$ cat config.mk
export PLATFORM = sky130hd
export DESIGN_NAME = mains_zero_cross_loss_monitor
export DESIGN_NICKNAME = d
export VERILOG_FILES = /design/src/sv/mzcl_pkg.sv /design/src/sv/mzcl_regs.sv /design/src/sv/mzcl_core.sv /design/src/sv/mains_zero_cross_loss_monitor.sv
export VERILOG_INCLUDE_DIRS = /design/src /design/src/sv
export SDC_FILE = /design/constraint.sdc
export NUM_CORES = 1
export LEC_CHECK = 0
export BUFFER_PORTS_ARGS = -buffer_cell sky130_fd_sc_hd__buf_4
export CORE_MARGIN = 1.5
export CORE_UTILIZATION = 43
export CTS_CLUSTER_DIAMETER = 150
export DETAILED_ROUTE_END_ITERATION = 7
export MAX_ROUTING_LAYER = met4
export PLACE_DENSITY_LB_ADDON = 0.08
export SYNTH_ARGS = -nofsm -noshare
export SYNTH_HDL_FRONTEND = slang
export SYNTH_HIERARCHICAL = 1
export SYNTH_SLANG_ARGS = --single-unit
$ cat constraint.sdc
create_clock -name clk -period 8.45 [get_ports clk]
set_clock_uncertainty 0.1 [all_clocks]
set_input_delay 2.1125 -clock clk [delete_from_list [all_inputs] [get_ports clk]]
set_output_delay 2.1125 -clock clk [all_outputs]
set_load 0.02 [all_outputs]
$ cat src/sv/mains_zero_cross_loss_monitor_defines.svh
// Assertion macros for the mains zero-cross loss monitor.
// Included by the files that carry concurrent assertions; no other dependencies.
`ifndef MAINS_ZERO_CROSS_LOSS_MONITOR_DEFINES_SVH
`define MAINS_ZERO_CROSS_LOSS_MONITOR_DEFINES_SVH

`ifndef SYNTHESIS
// same-cycle implication
`define MZCL_ASSERT_IMPL(label, clk, rst_n, ante, cons) \
    label: assert property (@(posedge clk) disable iff (!rst_n) (ante) |-> (cons)) \
        else $error("assertion failed");
// next-cycle implication
`define MZCL_ASSERT_NEXT(label, clk, rst_n, ante, cons) \
    label: assert property (@(posedge clk) disable iff (!rst_n) (ante) |=> (cons)) \
        else $error("assertion failed");
`else
`define MZCL_ASSERT_IMPL(label, clk, rst_n, ante, cons)
`define MZCL_ASSERT_NEXT(label, clk, rst_n, ante, cons)
`endif

`endif

$ cat src/sv/mzcl_pkg.sv
// Shared types and constants for the mains zero-cross loss monitor.
// No dependencies; imported by every module of the block.
package mzcl_pkg;

    typedef enum logic [1:0] {
        FUNC_TICK = 2'd0,
        FUNC_EDGE = 2'd1,
        FUNC_ARM  = 2'd2,
        FUNC_COLD = 2'd3
    } func_t;

    typedef enum logic [1:0] {
        MODE_MON  = 2'd0,
        MODE_LOSS = 2'd1,
        MODE_REC  = 2'd2
    } mode_t;

    typedef enum logic [2:0] {
        REG_LOSS_SILENCE = 3'd0,
        REG_GAP_MIN      = 3'd1,
        REG_GAP_MAX      = 3'd2,
        REG_REC_EDGES    = 3'd3,
        REG_LOCK_EDGES   = 3'd4,
        REG_BOOT_GRACE   = 3'd5,
        REG_HOLDOFF      = 3'd6
    } reg_idx_t;

    localparam int ADDR_BITS = 5;
    localparam int DATA_BITS = 32;

    localparam logic [15:0] LOSS_SILENCE_RST = 16'd200;
    localparam logic [7:0]  GAP_MIN_RST      = 8'd2;
    localparam logic [7:0]  GAP_MAX_RST      = 8'd22;
    localparam logic [3:0]  REC_EDGES_RST    = 4'd5;
    localparam logic [3:0]  LOCK_EDGES_RST   = 4'd3;
    localparam logic [15:0] BOOT_GRACE_RST   = 16'd300;
    localparam logic [15:0] HOLDOFF_RST      = 16'd200;

    typedef struct packed {
        func_t func;
        logic  light_is_dark;
        logic  count_limit_reached;
    } mzcl_in_t;

    typedef struct packed {
        logic [1:0] detect_mode;
        logic       locked_flag;
        logic       mains_present;
        logic       in_grace;
        logic       blank_now;
        logic       gear_advance;
        logic       light_request;
    } mzcl_out_t;

    typedef struct packed {
        logic [15:0] loss_silence_ms;
        logic [7:0]  edge_gap_min;
        logic [7:0]  edge_gap_max;
        logic [3:0]  recovery_edges_needed;
        logic [3:0]  lock_edges_needed;
        logic [15:0] boot_grace_ms;
        logic [15:0] recovery_holdoff_ms;
    } mzcl_cfg_t;

endpackage

$ cat src/sv/mzcl_regs.sv
// APB-style configuration registers of the mains zero-cross loss monitor.
// Depends on mzcl_pkg for the register map and the configuration struct.
module mzcl_regs (
    input  logic                                clk,
    input  logic                                rst_n,
    input  logic                                psel,
    input  logic                                penable,
    input  logic                                pwrite,
    input  logic [mzcl_pkg::ADDR_BITS-1:0]      paddr,
    input  logic [mzcl_pkg::DATA_BITS-1:0]      pwdata,
    output logic [mzcl_pkg::DATA_BITS-1:0]      prdata,
    output logic                                pready,
    output mzcl_pkg::mzcl_cfg_t                 cfg
);
    import mzcl_pkg::*;

    mzcl_cfg_t cfg_reg;
    logic      wr_en;
    reg_idx_t  idx;

    assign pready = 1'b1;
    assign wr_en  = psel && penable && pwrite;
    assign idx    = reg_idx_t'(paddr[ADDR_BITS-1:2]);
    assign cfg    = cfg_reg;

    always_ff @(posedge clk or negedge rst_n)
    begin
        if (!rst_n)
        begin
            cfg_reg.loss_silence_ms       <= LOSS_SILENCE_RST;
            cfg_reg.edge_gap_min          <= GAP_MIN_RST;
            cfg_reg.edge_gap_max          <= GAP_MAX_RST;
            cfg_reg.recovery_edges_needed <= REC_EDGES_RST;
            cfg_reg.lock_edges_needed     <= LOCK_EDGES_RST;
            cfg_reg.boot_grace_ms         <= BOOT_GRACE_RST;
            cfg_reg.recovery_holdoff_ms   <= HOLDOFF_RST;
        end
        else if (wr_en)
        begin
            case (idx)
                REG_LOSS_SILENCE: cfg_reg.loss_silence_ms       <= pwdata[15:0];
                REG_GAP_MIN:      cfg_reg.edge_gap_min          <= pwdata[7:0];
                REG_GAP_MAX:      cfg_reg.edge_gap_max          <= pwdata[7:0];
                REG_REC_EDGES:    cfg_reg.recovery_edges_needed <= pwdata[3:0];
                REG_LOCK_EDGES:   cfg_reg.lock_edges_needed     <= pwdata[3:0];
                REG_BOOT_GRACE:   cfg_reg.boot_grace_ms         <= pwdata[15:0];
                REG_HOLDOFF:      cfg_reg.recovery_holdoff_ms   <= pwdata[15:0];
                default:          ;
            endcase
        end
    end

    always_comb
    begin
        case (idx)
            REG_LOSS_SILENCE: prdata = DATA_BITS'(cfg_reg.loss_silence_ms);
            REG_GAP_MIN:      prdata = DATA_BITS'(cfg_reg.edge_gap_min);
            REG_GAP_MAX:      prdata = DATA_BITS'(cfg_reg.edge_gap_max);
            REG_REC_EDGES:    prdata = DATA_BITS'(cfg_reg.recovery_edges_needed);
            REG_LOCK_EDGES:   prdata = DATA_BITS'(cfg_reg.lock_edges_needed);
            REG_BOOT_GRACE:   prdata = DATA_BITS'(cfg_reg.boot_grace_ms);
            REG_HOLDOFF:      prdata = DATA_BITS'(cfg_reg.recovery_holdoff_ms);
            default:          prdata = '0;
        endcase
    end

endmodule

$ cat src/sv/mzcl_core.sv
// Detection state registers and combinational update logic of the mains zero-cross loss monitor.
// Depends on mzcl_pkg and the assertion macros in the defines header.
`include "mains_zero_cross_loss_monitor_defines.svh"

module mzcl_core #(
    parameter int TIME_BITS = 32
) (
    input  logic                 clk,
    input  logic                 rst_n,
    input  logic                 step,
    input  mzcl_pkg::mzcl_in_t   item,
    input  mzcl_pkg::mzcl_cfg_t  cfg,
    output mzcl_pkg::mzcl_out_t  result
);
    import mzcl_pkg::*;

    logic [TIME_BITS-1:0] tick_time_reg, tick_time_next;
    logic [TIME_BITS-1:0] last_edge_time_reg, last_edge_time_next;
    logic [TIME_BITS-1:0] recovery_prev_time_reg, recovery_prev_time_next;
    logic [TIME_BITS-1:0] lock_prev_time_reg, lock_prev_time_next;
    logic [TIME_BITS-1:0] arm_time_reg, arm_time_next;
    logic [TIME_BITS-1:0] holdoff_until_reg, holdoff_until_next;
    mode_t                mode_reg, mode_next;
    logic [3:0]           recovery_count_reg, recovery_count_next;
    logic [3:0]           lock_count_reg, lock_count_next;
    logic                 edge_seen_reg, edge_seen_next;
    logic                 locked_reg, locked_next;
    logic                 armed_reg, armed_next;
    logic                 skip_next_gear_reg, skip_next_gear_next;
    logic                 faded_reg, faded_next;
    logic                 holdoff_active_reg, holdoff_active_next;

    logic [TIME_BITS-1:0] loss_t, grace_t, holdoff_t, gap_min_t, gap_max_t;
    logic                 blank, gear, light;

    assign loss_t    = TIME_BITS'(cfg.loss_silence_ms);
    assign grace_t   = TIME_BITS'(cfg.boot_grace_ms);
    assign holdoff_t = TIME_BITS'(cfg.recovery_holdoff_ms);
    assign gap_min_t = TIME_BITS'(cfg.edge_gap_min);
    assign gap_max_t = TIME_BITS'(cfg.edge_gap_max);

    always_comb
    begin
        logic [TIME_BITS-1:0] tick_inc;
        logic [TIME_BITS-1:0] dt;
        logic [3:0]           cnt_inc;
        logic                 grace_inc;
        logic                 grace_cur;
        logic                 off;

        tick_time_next          = tick_time_reg;
        last_edge_time_next     = last_edge_time_reg;
        recovery_prev_time_next = recovery_prev_time_reg;
        lock_prev_time_next     = lock_prev_time_reg;
        arm_time_next           = arm_time_reg;
        holdoff_until_next      = holdoff_until_reg;
        mode_next               = mode_reg;
        recovery_count_next     = recovery_count_reg;
        lock_count_next         = lock_count_reg;
        edge_seen_next          = edge_seen_reg;
        locked_next             = locked_reg;
        armed_next              = armed_reg;
        skip_next_gear_next     = skip_next_gear_reg;
        faded_next              = faded_reg;
        holdoff_active_next     = holdoff_active_reg;
        blank                   = 1'b0;
        gear                    = 1'b0;
        light                   = 1'b0;

        tick_inc  = tick_time_reg + 1'b1;
        grace_inc = !armed_reg || ((tick_inc - arm_time_reg) < grace_t);
        grace_cur = !armed_reg || ((tick_time_reg - arm_time_reg) < grace_t);
        dt        = '0;
        cnt_inc   = '0;
        off       = faded_reg || item.light_is_dark;

        case (item.func)
            FUNC_TICK:
            begin
                tick_time_next = tick_inc;
                if (holdoff_active_reg && (tick_inc == holdoff_until_reg))
                    holdoff_active_next = 1'b0;
                if (locked_reg && !grace_inc)
                    skip_next_gear_next = 1'b0;
                if (edge_seen_reg && ((tick_inc - last_edge_time_reg) >= loss_t)
                    && locked_reg && !grace_inc && !holdoff_active_next
                    && ((mode_reg == MODE_MON) || (mode_reg == MODE_REC)))
                begin
                    mode_next           = MODE_LOSS;
                    recovery_count_next = '0;
                    faded_next          = 1'b1;
                    blank               = 1'b1;
                end
            end
            FUNC_EDGE:
            begin
                edge_seen_next      = 1'b1;
                last_edge_time_next = tick_time_reg;
                case (mode_reg)
                    MODE_MON:
                    begin
                        if (locked_reg)
                        begin
                            if (skip_next_gear_reg && !grace_cur)
                                skip_next_gear_next = 1'b0;
                        end
                        else if (lock_count_reg == '0)
                        begin
                            lock_prev_time_next = tick_time_reg;
                            lock_count_next     = 4'd1;
                        end
                        else
                        begin
                            dt                  = tick_time_reg - lock_prev_time_reg;
                            lock_prev_time_next = tick_time_reg;
                            cnt_inc             = lock_count_reg + 4'd1;
                            if (dt < gap_min_t)
                                lock_count_next = lock_count_reg;
                            else if (dt > gap_max_t)
                                lock_count_next = 4'd1;
                            else
                            begin
                                lock_count_next = cnt_inc;
                                if (cnt_inc >= cfg.lock_edges_needed)
                                    locked_next = 1'b1;
                            end
                        end
                    end
                    MODE_LOSS:
                    begin
                        recovery_prev_time_next = tick_time_reg;
                        recovery_count_next     = 4'd1;
                        mode_next               = MODE_REC;
                    end
                    MODE_REC:
                    begin
                        dt      = tick_time_reg - recovery_prev_time_reg;
                        cnt_inc = recovery_count_reg + 4'd1;
                        if (dt >= gap_min_t)
                        begin
                            recovery_prev_time_next = tick_time_reg;
                            if (dt > gap_max_t)
                                recovery_count_next = 4'd1;
                            else if (cnt_inc >= cfg.recovery_edges_needed)
                            begin
                                mode_next           = MODE_MON;
                                recovery_count_next = '0;
                                if (skip_next_gear_reg)
                                    skip_next_gear_next = 1'b0;
                                if (!skip_next_gear_reg || off)
                                begin
                                    gear = 1'b1;
                                    if (!item.count_limit_reached)
                                    begin
                                        faded_next = 1'b0;
                                        light      = 1'b1;
                                        if (holdoff_t != '0)
                                        begin
                                            holdoff_until_next  = tick_time_reg + holdoff_t;
                                            holdoff_active_next = 1'b1;
                                        end
                                        else
                                            holdoff_active_next = 1'b0;
                                    end
                                end
                            end
                            else
                                recovery_count_next = cnt_inc;
                        end
                    end
                    default:
                    begin
                        mode_next           = MODE_MON;
                        recovery_count_next = '0;
                    end
                endcase
            end
            FUNC_ARM:
            begin
                mode_next               = MODE_MON;
                edge_seen_next          = 1'b0;
                last_edge_time_next     = '0;
                recovery_prev_time_next = '0;
                recovery_count_next     = '0;
                locked_next             = 1'b0;
                lock_count_next         = '0;
                lock_prev_time_next     = '0;
                faded_next              = 1'b0;
                holdoff_until_next      = '0;
                holdoff_active_next     = 1'b0;
                arm_time_next           = tick_time_reg;
                armed_next              = 1'b1;
            end
            default:
            begin
                faded_next          = 1'b0;
                armed_next          = 1'b0;
                skip_next_gear_next = 1'b1;
            end
        endcase
    end

    always_comb
    begin
        result.detect_mode   = mode_next;
        result.locked_flag   = locked_next;
        result.mains_present = edge_seen_next
                               && ((tick_time_next - last_edge_time_next) < loss_t);
        result.in_grace      = !armed_next || ((tick_time_next - arm_time_next) < grace_t);
        result.blank_now     = blank;
        result.gear_advance  = gear;
        result.light_request = light;
    end

    always_ff @(posedge clk or negedge rst_n)
    begin
        if (!rst_n)
        begin
            tick_time_reg          <= '0;
            last_edge_time_reg     <= '0;
            recovery_prev_time_reg <= '0;
            lock_prev_time_reg     <= '0;
            arm_time_reg           <= '0;
            holdoff_until_reg      <= '0;
            mode_reg               <= MODE_MON;
            recovery_count_reg     <= '0;
            lock_count_reg         <= '0;
            edge_seen_reg          <= 1'b0;
            locked_reg             <= 1'b0;
            armed_reg              <= 1'b0;
            skip_next_gear_reg     <= 1'b0;
            faded_reg              <= 1'b0;
            holdoff_active_reg     <= 1'b0;
        end
        else if (step)
        begin
            tick_time_reg          <= tick_time_next;
            last_edge_time_reg     <= last_edge_time_next;
            recovery_prev_time_reg <= recovery_prev_time_next;
            lock_prev_time_reg     <= lock_prev_time_next;
            arm_time_reg           <= arm_time_next;
            holdoff_until_reg      <= holdoff_until_next;
            mode_reg               <= mode_next;
            recovery_count_reg     <= recovery_count_next;
            lock_count_reg         <= lock_count_next;
            edge_seen_reg          <= edge_seen_next;
            locked_reg             <= locked_next;
            armed_reg              <= armed_next;
            skip_next_gear_reg     <= skip_next_gear_next;
            faded_reg              <= faded_next;
            holdoff_active_reg     <= holdoff_active_next;
        end
    end

    `MZCL_ASSERT_NEXT(a_blank_enters_loss, clk, rst_n, step && result.blank_now, mode_reg == MODE_LOSS && faded_reg)
    `MZCL_ASSERT_NEXT(a_gear_ends_recovery, clk, rst_n, step && result.gear_advance, mode_reg == MODE_MON && recovery_count_reg == '0)
    `MZCL_ASSERT_IMPL(a_light_needs_gear, clk, rst_n, result.light_request, result.gear_advance)
    `MZCL_ASSERT_IMPL(a_unlock_only_on_arm, clk, rst_n, step && locked_reg && !locked_next, item.func == FUNC_ARM)
    `MZCL_ASSERT_IMPL(a_count_idle_outside_rec, clk, rst_n, mode_reg != MODE_REC, recovery_count_reg == '0)

endmodule

$ cat src/sv/mains_zero_cross_loss_monitor.sv
// Mains zero-cross loss monitor: one item per clock sustained while out_ready is
// held high. An accepted item passes through the input register, then the
// combinational detection update into the result register; the state registers
// update as each item advances, and the following item sees the updated state. The
// input register takes a new item while a result still waits only if it is
// empty. Configuration registers reset to a 200 ms loss silence, gaps of 2 to
// 22 ticks, 5 recovery and 3 lock edges, 300 ms boot grace and 200 ms relight
// holdoff; write them only while the block is idle. Depends on mzcl_pkg,
// mzcl_regs and mzcl_core.
module mains_zero_cross_loss_monitor #(
    parameter int TIME_BITS = 32
) (
    input  logic                             clk,
    input  logic                             rst_n,
    input  logic                             in_valid,
    output logic                             in_ready,
    input  mzcl_pkg::mzcl_in_t               in_item,
    output logic                             out_valid,
    input  logic                             out_ready,
    output mzcl_pkg::mzcl_out_t              out_item,
    input  logic                             psel,
    input  logic                             penable,
    input  logic                             pwrite,
    input  logic [mzcl_pkg::ADDR_BITS-1:0]   paddr,
    input  logic [mzcl_pkg::DATA_BITS-1:0]   pwdata,
    output logic [mzcl_pkg::DATA_BITS-1:0]   prdata,
    output logic                             pready
);
    import mzcl_pkg::*;

    logic       in_valid_reg;
    mzcl_in_t   in_item_reg;
    logic       out_valid_reg;
    mzcl_out_t  out_item_reg;
    mzcl_cfg_t  cfg;
    mzcl_out_t  result;
    logic       advance;

    assign advance   = in_valid_reg && (!out_valid_reg || out_ready);
    assign in_ready  = !in_valid_reg || advance;
    assign out_valid = out_valid_reg;
    assign out_item  = out_item_reg;

    mzcl_regs u_regs (
        .clk     (clk),
        .rst_n   (rst_n),
        .psel    (psel),
        .penable (penable),
        .pwrite  (pwrite),
        .paddr   (paddr),
        .pwdata  (pwdata),
        .prdata  (prdata),
        .pready  (pready),
        .cfg     (cfg)
    );

    mzcl_core #(
        .TIME_BITS (TIME_BITS)
    ) u_core (
        .clk    (clk),
        .rst_n  (rst_n),
        .step   (advance),
        .item   (in_item_reg),
        .cfg    (cfg),
        .result (result)
    );

    always_ff @(posedge clk or negedge rst_n)
    begin
        if (!rst_n)
        begin
            in_valid_reg  <= 1'b0;
            out_valid_reg <= 1'b0;
        end
        else
        begin
            if (in_ready)
                in_valid_reg <= in_valid;
            if (advance)
                out_valid_reg <= 1'b1;
            else if (out_ready)
                out_valid_reg <= 1'b0;
        end
    end

    always_ff @(posedge clk)
    begin
        if (in_ready && in_valid)
            in_item_reg <= in_item;
        if (advance)
            out_item_reg <= result;
    end

endmodule
-- Word level (Yosys, flattened, before mapping)
Cells that the tools add are included.
- word-level logic and storage cells: 224
- bits in writable memories: 0
- bits in read-only memories: 0
- bits in latches: 0
- register bits: 294
- memories: 0
- mux-type cells: 76
- $lt $le $gt $ge: 11
- add/subtract/negate cells: 11
- divide/modulo/power cells: 0
- equality and inequality tests: 31
- bitwise operators: 6
- multipliers: 0
- reductions and logical operators: 55
- shift-type cells: 0
- operators with widths (operator ; number):
    32-bit 2-to-1 mux ; 12
    32-bit case mux with 2 select lines ; 5
    32-bit subtractor ; 7
    32-bit by 16-bit < comparator with 1-bit output ; 4
    16-bit case mux with 7 select lines ; 1
    32-bit by 8-bit greater-than comparator with 1-bit output ; 2
    4-bit 2-to-1 mux ; 9
    1-bit 2-to-1 mux ; 33
    32-bit by 1-bit adder with 32-bit output, second input constant ; 1
    32-bit by 16-bit adder with 32-bit output ; 1
    32-bit == test ; 1
    32-bit by 16-bit greater-or-equal comparator with 1-bit output ; 1
    32-bit by 8-bit greater-or-equal comparator with 1-bit output ; 1
    32-bit by 8-bit < comparator with 1-bit output ; 1
    32-bit nonzero test ; 1
    4-bit case mux with 3 select lines ; 2
    9-bit AND reduction ; 2
    2-bit by 1-bit inequality test with 1-bit output, second input constant ; 8
    8-bit AND reduction ; 2
    2-bit AND reduction ; 7
    1-bit logical AND ; 13
    3-bit inequality test, second input constant ; 4
    2-bit case mux with 3 select lines ; 2
    1-bit case mux with 2 select lines ; 5
    other kinds (26) ; 65

-- Logic depth before layout (Yosys ltp)
Gate-level depths: netlist (run 1).
- word-level depth: 10
- depth in mapped cells: 29
- gate-level depth less buffers: 27

-- By module
The synthesis (run 1) kept the hierarchy.
- modules (own cells, without submodules) (module ; sequential area each (um2) ; instances ; area each (um2) ; cells each):
    mzcl_core ; 5205.0 ; 1 ; 27647.8 ; 3469
    mzcl_regs ; 1824.2 ; 1 ; 3508.4 ; 266
    mains_zero_cross_loss_monitor ; 410.4 ; 1 ; 464.2 ; 20

-- Worst setup path before layout (run 1)
Ideal clock, no wire load.
- kind: in2out
- from: input paddr[2] (netlist bit)
- to: output prdata[10] (netlist bit)
- path slack: 2.765 ns
- arrival time: 3.472 ns
- path buffers: 3
- stages: 6
- cells stage by stage: buf_6 and2b_1 clkbuf_1 clkbuf_1 a22oi_1 o21ai_0
- cells in the longest elaborated chain, start to end: 2
- ends and longest elaborated chain (item ; RTL line ; source):
    start: declaration ; mains_zero_cross_loss_monitor.sv:24 ; input logic [mzcl_pkg::ADDR_BITS-1:0] paddr,
    3-bit == test (tied with other cells) ; mzcl_regs.sv:55 ; case (idx)
    16-bit case mux with 7 select lines (*) ; mzcl_regs.sv:55 ;
    end: declaration ; mains_zero_cross_loss_monitor.sv:26 ; output logic [mzcl_pkg::DATA_BITS-1:0] prdata,
Mark *: on every way between the ends. The rest lies on a longest branch, timed or not.

==> results of run 1 <==
## layout by cell type (no fill, tap or decap), types with 108 or more instances in the layout
master and count:
inv_1 286, nor2_1 262, nand3_1 116, a21oi_1 282
dfrtp_1 264, buf_4 108, xnor2_1 175, o21ai_0 178
ha_1 357, nand2_1 248
## report_power, final
part	leakage, nW	internal (mW)	switching [mW]
Clock	0.685	1.10	0.716
Sequential	3.77	1.63	0.237
Combinational	11.7	2.85	3.89
## worst max-delay path: stages, from the launching register on
cell and delay, ps:
dfrtp_1 720, nand4_4 290, or3_1 550, xnor2_1 450
ha_1 320, nand2_1 60, or4_1 410, nand3_1 140
a31oi_1 140, o21ai_0 250, xnor2_1 150, ha_1 280
nand2_1 80, a2bb2oi_1 190, o31ai_1 90, or4_1 490
nor4_1 330, o2111ai_1 150, nor4b_1 440, nand4_1 390
a21oi_1 490, o41a_1 370, or2_1 300, mux2_4 330
## worst paths after layout
path	start	slack, ps	to	depth (start not counted)
worst max-delay path	u_core/tick_time_reg[5]	800	u_core/recovery_count_reg[0]	23
worst min-delay path	u_core/recovery_prev_time_reg[15]	380	u_core/recovery_prev_time_reg[15]	1
worst max register to register	u_core/tick_time_reg[5]	800	u_core/recovery_count_reg[0]	23
worst min register to register	u_core/recovery_prev_time_reg[15]	380	u_core/recovery_prev_time_reg[15]	1
max in group asynchronous	rst_n	5420	u_core/last_edge_time_reg[30]	2
min in group asynchronous	rst_n	1410	u_regs/cfg[29]	1
## cells by family after synthesis
kind of cell             after synthesis  share of synthesized area (%)
XOR/XNOR                             282                          7.811
buffers and inverters                464                          6.157
other                                  2                        0.02375
adder cells (fa/ha/maj)              368                          14.75
AO/OA/AOI/OAI                       1034                          21.91
flip-flops                           294                          23.53
AND/OR/NAND/NOR                     1064                          17.14
multiplexers                         247                          8.685
## per-layer routing
| metal | vias up | wire length, um | GRT usage [%] |
|---|---|---|---|
| met2 | 741 | 50300 | 47.13 |
| met3 | 117 | 5214 | 2.408 |
| met1 | 13787 | 51780 | 41.22 |
| met4 | 0 | 2610 | 6.796 |
| li1 | 13611 | - | - |
| met5 | - | 0 | - |
## cell type report
type	instances	area [um^2]
Multi-Input combinational cell	3012	22310
Timing Repair Buffer	110	845.8
Fill cell	7312	38570
Tap cell	959	1200
Sequential cell	294	7440
Clock buffer	64	1232
Inverter	287	1077
Clock inverter	12	160.2
## metrics by stage
step                cells  hold slack, ps  setup slack, ps  utilization, %  instance area, um^2
floorplan            3770           358.1             2227               -                31680
global placement     4662           368.0             1153           45.14                32880
detailed placement   4662           374.8             1043           45.14                32880
CTS                  4738           387.6            974.3           47.05                34270
global route         4738           402.1            461.8           47.05                34270
finish               4738           381.9            801.4           47.05                34270
==> flow_summary.yaml, run 1 <==
outcome:
  status: "completed"
floorplanning:
  core_area_um2: 72830
  rows: 99
  io_pins: 91
  die-area_um2: 75170
  die_x_um: 274.2
  initial_core_util_pct: 43.41
  dieHeight_um: 274.2
sta:
  period_minus_slack_ps: 7649
  setup_tns_ps: 0
  setup_viol: 0
  finalCritPeriodShare_pct: 90.52
  rsz0062_at_grt: "false"
  maxSlewHeadroom_pct: 23.14
  finalHoldViolCount: 0
  worst_pin_slew_ps: 1151
  timing.fmax_ghz: 0.1307
  maxSlewViolCount: 0
grt:
  grt_max_degree: 105
  track_usage_pct: 29.77
  grt.overflow.total: 0
  antenna_found_initial: 1
  grt_pass1_wl_mm: 166.7
  grt_pass1_vias: 26945
clock_tree:
  ctsResizeCount: 0
  h-tree-depth: 2
  postCtsSetupBuffers: 0
  cts_sinks: 294
  clock-root-buffer: "clkbuf_16"
  cts-hold-fix-buffers: 0
  clk_latency_ps: 580
  clockBufferDepth: 3
  cts_tree: "built"
  cts_made_buffers: 41
  clk_pin_slew_ps: 50
power_and_ir_drop:
  ir_worst_vdd_mv: 0.2471
  power_density_nw_per_um2: 304.3
  p_leak_nw: 16.18
  p_total_mw: 10.43
worst_setup_path:
  endpoint_kind: "flip-flop"
  critPathRequiredTime_ps: 8800
  crit_fanout: 12
  crit_type: "flip-flop to flip-flop"
  arrival_ps: 8000
  worst_setup_path_start_kind: "flip-flop"
finish:
  syn_to_final_growth_pct: 8.373
  largest_reg_flops: 72
  antenna_cells: 0
  drive_above_1_share_pct: 9.817
  num-nets-final: 4162
yosys:
  synth_most_common_cell: "ha_1"
  yosysTopAreaCellShare_pct: 20.89
  netlist_instances: 3755
  synthTopCellsByArea: "dfrtp_1, ha_1, xnor2_1"
  avgSynthCellArea_um2: 8.421
  synth_commonest_cells: "ha_1, inv_1, a21oi_1, dfrtp_1, nor2_1"
  synthFlopType: "dfrtp_1"
  syn-cell-area_um2: 31620
  yosysSeqAreaShare_pct: 23.53
  yosysTopAreaCell: "dfrtp_1"
  synth_seq_cells: 294
  ys_async_sr_fraction_pct: 95.92
  ys.warnings.count: 6
  ys_types: 112
  synth_edf_count: 12
placed_design:
  io_buffers: 55
  dp_hpwl_mm: 86.83
  place_congestion: 0.9639
routing:
  routedWlPerCell_um: 23.19
  drt_iter0_markers: 2130
  postRouteAntennaNets: 0
  drcViolationCount: 0
  routed_via_density: 5.964
  vias: 28256
  firstDrtPassIters: 5
  routed_wl_mm: 109.9
job:
  maxCapViolCount: 0
min_path:
  holdCritPathClass: "flip-flop to flip-flop"
Note: power is estimated with default switching activity, not from simulation.
==> run 2: changes to the inputs <==
--- a/config.mk
+++ b/config.mk
@@ -7,12 +7,14 @@
 export NUM_CORES = 1
 export LEC_CHECK = 0
 export BUFFER_PORTS_ARGS = -buffer_cell sky130_fd_sc_hd__buf_4
-export CORE_MARGIN = 1.5
+export CELL_PAD_IN_SITES_DETAIL_PLACEMENT = 1
+export CELL_PAD_IN_SITES_GLOBAL_PLACEMENT = 1
+export CORE_MARGIN = 8
 export CORE_UTILIZATION = 43
 export CTS_CLUSTER_DIAMETER = 150
 export DETAILED_ROUTE_END_ITERATION = 7
 export MAX_ROUTING_LAYER = met4
-export PLACE_DENSITY_LB_ADDON = 0.08
+export PLACE_DENSITY_LB_ADDON = 0.1
 export SYNTH_ARGS = -nofsm -noshare
 export SYNTH_HDL_FRONTEND = slang
 export SYNTH_HIERARCHICAL = 1
==> run 2 against run 1 <==
  * Combinational power grew 4.3%
  * Non-clock buffer count is 5 higher
  * Routed wire length is 13% higher
  * Power is 2.5% higher
  * First-iteration DRC count shrank 12%
  * Via count increased by 3.9%
  * Die area increased by 9.7%
  * Sequential power about the same
  * Utilization about the same
  * Clock-buffer cell count fell by 15
  * Critical path type unchanged
  * Register-to-register slack worse by 210 ps
  * Clock power fell by 3%
==> flow_summary.yaml, run 2 (synthesis results as in run 1) <==
outcome:
  status: "completed"
worst_setup_path:
  endpoint_kind: "flip-flop"
  timing.rr.end: "u_core/recovery_count_reg[0]"
  r2r_cells: 25
  endpoint: "u_core/recovery_count_reg[0]"
  rrSetupSlack_ps: 590
  crit_path_start: "u_core/tick_time_reg[0]"
  critPathRequiredTime_ps: 8800
  r2r_start: "u_core/tick_time_reg[0]"
  crit_type: "flip-flop to flip-flop"
  crit_fanout: 13
  worst_setup_path_start_kind: "flip-flop"
  arrival_ps: 8210
power_and_ir_drop:
  p_leak_nw: 16.17
  power_frac_comb_pct: 65.9
  sequentialPowerShare_pct: 17.6
  internal-power_mw: 5.562
  p_total_mw: 10.69
  ir_worst_vdd_mv: 0.2621
  switching_share_pct: 47.97
  power_density_nw_per_um2: 312.1
  clockPowerShare_pct: 16.5
  power_switching_mw: 5.129
finish:
  num-nets-final: 4164
  largest_reg_flops: 72
  layout_commonest_cell: "ha_1"
  layout_common_cells: "ha_1, inv_1, a21oi_1"
  syn_to_final_growth_pct: 8.329
  design_area_um2: 34250
  drive_above_1_share_pct: 9.981
clock_tree:
  clock-root-buffer: "clkbuf_16"
  cts-hold-fix-buffers: 0
  clockBufferDepth: 3
  cts_made_buffers: 38
  cts_tree: "built"
  h-tree-depth: 2
  clk_pin_slew_ps: 60
  clk_latency_ps: 570
  cts_sinks: 294
  ctsResizeCount: 0
  postCtsSetupBuffers: 0
sta:
  timing.fmax_ghz: 0.1272
  finalCritPeriodShare_pct: 93.01
  period_minus_slack_ps: 7859
  finalHoldViolCount: 0
  maxSlewHeadroom_pct: 24.90
  rsz0062_at_grt: "false"
  setup_tns_ps: 0
  maxSlewViolCount: 0
  setup_viol: 0
  worst_pin_slew_ps: 1118
grt:
  grt.overflow.total: 0
  track_usage_pct: 30.03
  grt_pass1_wl_mm: 188.1
  grt_max_degree: 116
  antenna_found_initial: 0
  grt_pass1_vias: 30813
floorplanning:
  io_pins: 91
  dieHeight_um: 287.2
  rows: 99
  core_area_um2: 72830
  die_x_um: 287.2
  die-area_um2: 82470
  initial_core_util_pct: 43.41
routing:
  drt_iter0_markers: 1873
  vias: 29360
  routedWlPerCell_um: 26.12
  postRouteAntennaNets: 0
  drcViolationCount: 0
  routed_via_density: 6.197
  firstDrtPassIters: 5
  routed_wl_mm: 123.8
placed_design:
  io_buffers: 55
  dp_hpwl_mm: 99.48
  place_congestion: 1.013
  placed_cell_area_um2: 32910
job:
  maxCapViolCount: 0
min_path:
  holdCritPathClass: "flip-flop to flip-flop"
-- run 2: worst min path at each step --
stage	startpoint	to	slack, ps	cells after the start
after CTS	u_core/recovery_prev_time_reg[23]	u_core/recovery_prev_time_reg[23]	390	1
after detailed placement	u_core/recovery_prev_time_reg[7]	u_core/recovery_prev_time_reg[7]	380	1
after global placement	u_core/recovery_prev_time_reg[13]	u_core/recovery_prev_time_reg[13]	370	1
final	u_core/recovery_prev_time_reg[23]	u_core/recovery_prev_time_reg[23]	380	1
after global routing	u_core/recovery_prev_time_reg[4]	u_core/recovery_prev_time_reg[4]	400	1
after floorplan	u_core/recovery_prev_time_reg[10]	u_core/recovery_prev_time_reg[10]	360	1
-- run 2: power groups by stage --
| stage | logic, mW | registers, mW | clock network, mW |
|---|---|---|---|
| 6_report | 7.04 | 1.89 | 1.76 |
| 5_1_grt | 7.71 | 1.91 | 1.85 |
| 4_1_cts | 7.02 | 1.88 | 1.80 |
| 3_5_place_dp | 6.95 | 1.90 | 0 |
| 3_3_place_gp | 6.72 | 1.89 | 0 |
| 2_1_floorplan | 4.82 | 1.80 | 0 |
-- run 2: through the flow --
| step | util [%] | hold slack (ps) | worst slack [ps] | instances |
|---|---|---|---|---|
| 2_1_floorplan | - | 358.1 | 2227 | 3770 |
| 3_3_place_gp | 45.18 | 366.9 | 825.0 | 4667 |
| 3_5_place_dp | 45.18 | 375.1 | 685.0 | 4667 |
| 4_1_cts | 47.02 | 388.7 | 637.2 | 4736 |
| 5_1_grt | 47.02 | 404.4 | 24.56 | 4736 |
| 6_report | 47.03 | 382.7 | 590.9 | 4738 |
-- run 2: metal layers --
metal	GRT usage (%)	vias up	wire, um
li1	-	13579	-
met1	37.90	14876	55000
met2	50.12	695	59150
met3	2.616	210	4612
met4	10.79	0	5012
met5	-	-	0
-- run 2: worst max-delay path: stages, from the launching register on --
cell and delay, ps:
dfrtp_1 700, ha_1 450, nand3_2 210, nor2_1 350, nand3_1 180, xnor2_1 480
ha_1 370, nand2_1 80, or4_1 410, nand3_1 130, a31oi_1 150, o21ai_0 240
xnor2_1 150, ha_1 280, nand2_1 80, a2bb2oi_1 240, o31ai_1 100, or4_1 470
nor4_1 350, o2111ai_1 160, nor4b_1 410, nand4_1 330, a21oi_1 370, o41a_1 330
or2_1 270, mux2_4 320
-- run 2: final cells by class --
class,instances,area [um^2]
flip-flops and latches,294,7440
repair buffers,115,870.8
multi-input cells,3012,22320
fillers,8631,38580
clock inverters,20,269.0
diodes,2,5.005
inverters,287,1077
clock buffers,49,1072
well taps,959,1200
